`config.mk`:
```
export PLATFORM = sky130hd
export DESIGN_NAME = brfc_word_unit
export DESIGN_NICKNAME = d
export VERILOG_FILES = /design/src/hdl/brfc_pkg.sv /design/src/hdl/brfc_word_unit.sv
export SDC_FILE = /design/constraint.sdc
export NUM_CORES = 1
export LEC_CHECK = 0
export BUFFER_PORTS_ARGS = -buffer_cell sky130_fd_sc_hd__buf_2
export CAP_MARGIN = 30
export CORE_UTILIZATION = 50
export DETAILED_ROUTE_END_ITERATION = 10
export GPL_TIMING_DRIVEN = 0
export PLACE_DENSITY = 0.83
export SYNTH_ARGS = -nofsm -noshare
export SYNTH_HDL_FRONTEND = slang
export SYNTH_SLANG_ARGS = --single-unit
```
`constraint.sdc`:
```
create_clock -name vclk -period 2.75
set_input_delay 0.1375 -clock vclk [all_inputs]
set_output_delay 0.1375 -clock vclk [all_outputs]
set_load 0.05 [all_outputs]
```
`src/hdl/brfc_pkg.sv`:
```
// Shared types and constants of the allocation bitmap block.
package brfc_pkg;

    localparam int WORD_BITS       = 32;
    localparam int LSB_W           = 5;
    localparam int BITMAP_BITS_DEF = 32768;
    // Word counters reach one past the last word a free request can touch.
    localparam int WW              = 12;
    // Bit positions reach the exclusive end of the widest free range.
    localparam int BW              = 17;

    localparam logic [1:0] REQ_LOAD = 2'd0;
    localparam logic [1:0] REQ_FREE = 2'd1;
    localparam logic [1:0] REQ_FIND = 2'd2;

    localparam logic [WORD_BITS-1:0] ALL_ONES = 32'hFFFF_FFFF;

    // Inclusive bit span inside one word.
    typedef struct packed {
        logic [LSB_W-1:0] lo;
        logic [LSB_W-1:0] hi;
    } range_t;

    // Lowest clear bit inside the span.
    typedef struct packed {
        logic             hit;
        logic [LSB_W-1:0] pos;
    } find_t;

endpackage

```
`src/hdl/brfc_word_unit.sv`:
```
// Word unit: masks one bitmap word to a span, clears it and finds its lowest free bit.
module brfc_word_unit (
    input  logic [brfc_pkg::WORD_BITS-1:0] rd_word,
    input  brfc_pkg::range_t               rng,
    output logic [brfc_pkg::WORD_BITS-1:0] clr_word,
    output brfc_pkg::find_t                fres
);
    import brfc_pkg::*;

    logic [WORD_BITS-1:0] mask;
    logic [WORD_BITS-1:0] free_bits;

    assign mask      = (ALL_ONES << rng.lo) & (ALL_ONES >> (LSB_W'(WORD_BITS - 1) - rng.hi));
    assign free_bits = ~rd_word & mask;
    assign clr_word  = rd_word & ~mask;

    always_comb begin
        fres.hit = |free_bits;
        fres.pos = '0;
        for (int i = WORD_BITS - 1; i >= 0; i--) begin
            if (free_bits[i]) begin
                fres.pos = LSB_W'(i);
            end
        end
    end

endmodule

```
## After elaboration in Yosys (flattened, before gate mapping)

Cells that the tools add are included.

| cells by class | value |
|---|---|
| add/sub/neg operators | 1 |
| $mul | 0 |
| div/mod/pow operators | 0 |
| magnitude comparators | 0 |
| eq/ne operators | 0 |
| shifts and indexed selects | 2 |
| muxes and demuxes | 32 |
| bitwise logic cells | 5 |
| reduce and logical (&&, ||, !) cells | 1 |

Operators by type and width:

| kind | number |
|---|---|
| $mux 5 | 32 |
| $and 32x32->32 | 3 |
| $not 32->32 | 2 |
| $reduce_or 32->1 | 1 |
| $shl 32x5->32 const A | 1 |
| $shr 32x5->32 const A | 1 |
| $sub 5x5->5 const A | 1 |

| word-level totals | value |
|---|---|
| flip-flop bits (word level) | 0 |
| latch bits | 0 |
| RAM bits | 0 |
| ROM bits | 0 |
| input bits | 42 |
| output and inout bits | 38 |
| memories kept | 0 |

## Depth between registers and ports, before layout

| depth | value |
|---|---|
| word-level depth | 36 |
| depth in mapped cells | 9 |
| mapped depth without buffers | 6 |

## Worst setup path before layout

OpenSTA, ideal clock, no wires.

| path | value |
|---|---|
| path type | input port to output port |
| from | input port rng[6] (netlist bit) |
| to | output port fres[1] (netlist bit) |
| arrival | 2.521 ns |
| required time | 2.612 ns |
| path slack | 0.091 ns |
| stages | 7 |
| buffers on the path | 1 |
| cells stage by stage | buf_2 -> a21o_1 -> a2111oi_1 -> nor2_1 -> o211ai_1 -> a31oi_1 -> o31ai_1 |

RTL lines:

| what | line | source |
|---|---|---|
| from (decl) | brfc_word_unit.sv:4 | `input brfc_pkg::range_t rng,` |
| to (decl) | brfc_word_unit.sv:6 | `output brfc_pkg::find_t fres` |

==> impl_metrics.tcl <==
set metrics [dict create \
    power.leakage_uw 0.000884 \
    setup_viol 0 \
    nClkBuffers 0 \
    rsz0062_at_grt "no" \
    ioPinCount 80 \
    ir_worst_vdd_uv 144 \
    yosysMostFrequentCell "nor2_1" \
    arrival_ns 2.42 \
    path_class "in -> out" \
    drt_iter0_drc 205 \
    fmax_mhz 391 \
    diodes 0 \
    gr-total-overflow 0 \
    path_cells "buf_2, buf_4, buf_4, a21oi_1, nor4_1, o21bai_1, o311ai_1, a211oi_2, a21bo_1, buf_2" \
    postCtsSetupRepairBufs 0 \
    hold_path.class "in -> out" \
    grt_first_pass_wirelength_um 9450 \
    p_total_uw 541 \
    synth_area_per_cell_um2 6.76 \
    syn-num-nets 279 \
    num_vias 2324 \
    hold_violations 0 \
    timing.setup.tns_ns 0 \
    route.final.wire_length_um 6060 \
    synth.distinct_cells 63 \
    fin_nets 360 \
    antenna_left 0 \
    die_h_um 58.6 \
    synthTopCellsByArea "a211oi_1, nor2_1, o21a_1, nor3_1, and2_1" \
    synth_area_mm2 0.00160 \
    required_ns 2.61 \
    cts_hold_buf 0 \
    core_mm2 0.00305 \
    worst_hold_slack_ns 0.666 \
    ys_seq_area_share_pct 0 \
    fin_cells 360 \
    grt_max_degree 11 \
    start_util_pct 52.5 \
    die_w_um 58.6 \
    dp.cells 360 \
    drv_cap 0 \
    grtUsageTotal_pct 35.1 \
    gp_congestion 0.976 \
    die_area_mm2 0.00344 \
    antenna_found_initial 0 \
    slew_violations 0 \
    viasPerCell 6.46 \
    rows 20 \
    hpwl_um 4780 \
    areaGrowthSynthToFinish_pct 28.1 \
    cp_slowest_cell "nor4_1" \
    cp-start-kind "input pin" \
    drive_above_1_share_pct 35.4 \
    crit_path_end_kind "output port" \
    cts_resized 0 \
    register_area_um2 0 \
    dr.pass1.iters 5 \
    yosys.area.top_type "a211oi_1" \
    worst_pin_slew_ns 0.831 \
    powerDensity_mw_per_mm2 264 \
    drc 0 \
    outcome "complete, no violations" \
    port_buffers 79 \
    yosysWarningCount 0 \
    synth_top_area_share_pct 6.56 \
    fin_crit_sh_pct 92.9 \
    syn_inst 237 \
    grt_pass1_vias 2011 \
    synthTopCellsByCount "nor2_1, a211oi_1, nor3_1" \
    design.seq.count 0 \
    critPathMaxStageDelay_ns 0.64 \
    wl_per_cell_um 16.8 \
    fin_crit_ns 2.56 \
    crit_fanout 10 \
    slew-limit-headroom_pct 44.1 \
]
## routing by layer
metal	track usage [%]	routed length, µm
met1	48.3	2690
met2	58.8	2720
met3	1.32	531
met4	11.9	119
met5	0	0
## logic make-up (layout without fill, tap and decap cells)
kind of cell / Yosys count / after routing / synth area share (%)
compound gates: 103 / 103 / 52.6
buf+inv: 23 / 102 / 9.29
simple gates: 111 / 111 / 38.1
## critical path, delay by kind of cell
kind	cells	cell delay, ns
AO/OA/AOI/OAI	5	0.92
AND/OR/NAND/NOR	1	0.64
buffers and inverters	4	0.72
## power by group
group / internal, µW / total, µW / switching, µW
clock network: 0 / 0 / 0
logic: 166 / 541 / 375
registers: 0 / 0 / 0
## cell type report
type / count / area (µm²)
multi-input cells: 214 / 1450
fillers: 311 / 1000
repair buffers: 79 / 395
plain buffers: 21 / 141
well taps: 44 / 55.1
inverters: 2 / 7.51
## stage by stage
| step | cell area, µm² | worst slack, ns | utilization [%] |
|---|---|---|---|
| after floorplan | 1600 | 0.0912 | - |
| after global placement | 2050 | 0.272 | 67.3 |
| after detailed placement | 2050 | 0.273 | 67.3 |
| after CTS | 2050 | 0.270 | 67.3 |
| after global routing | 2050 | 0.0909 | 67.3 |
| final | 2050 | 0.194 | 67.3 |
## placed cells by master, fill, tap and decap left out, types with 8 or more instances in the layout
master,n
buf_2,90
nor2_1,26
a211oi_1,14
nor3_1,13
o21a_1,12
a21oi_1,11
nand2_1,10
and2_1,10
nor4_1,8
nor2b_1,8
## worst paths after layout
path	slack [ns]	startpoint	to	depth (start not counted)
min	0.67	rd_word[27]	clr_word[27]	3
max	0.19	rng[2]	fres[0]	10
Note: power is estimated with default switching activity, not from simulation.
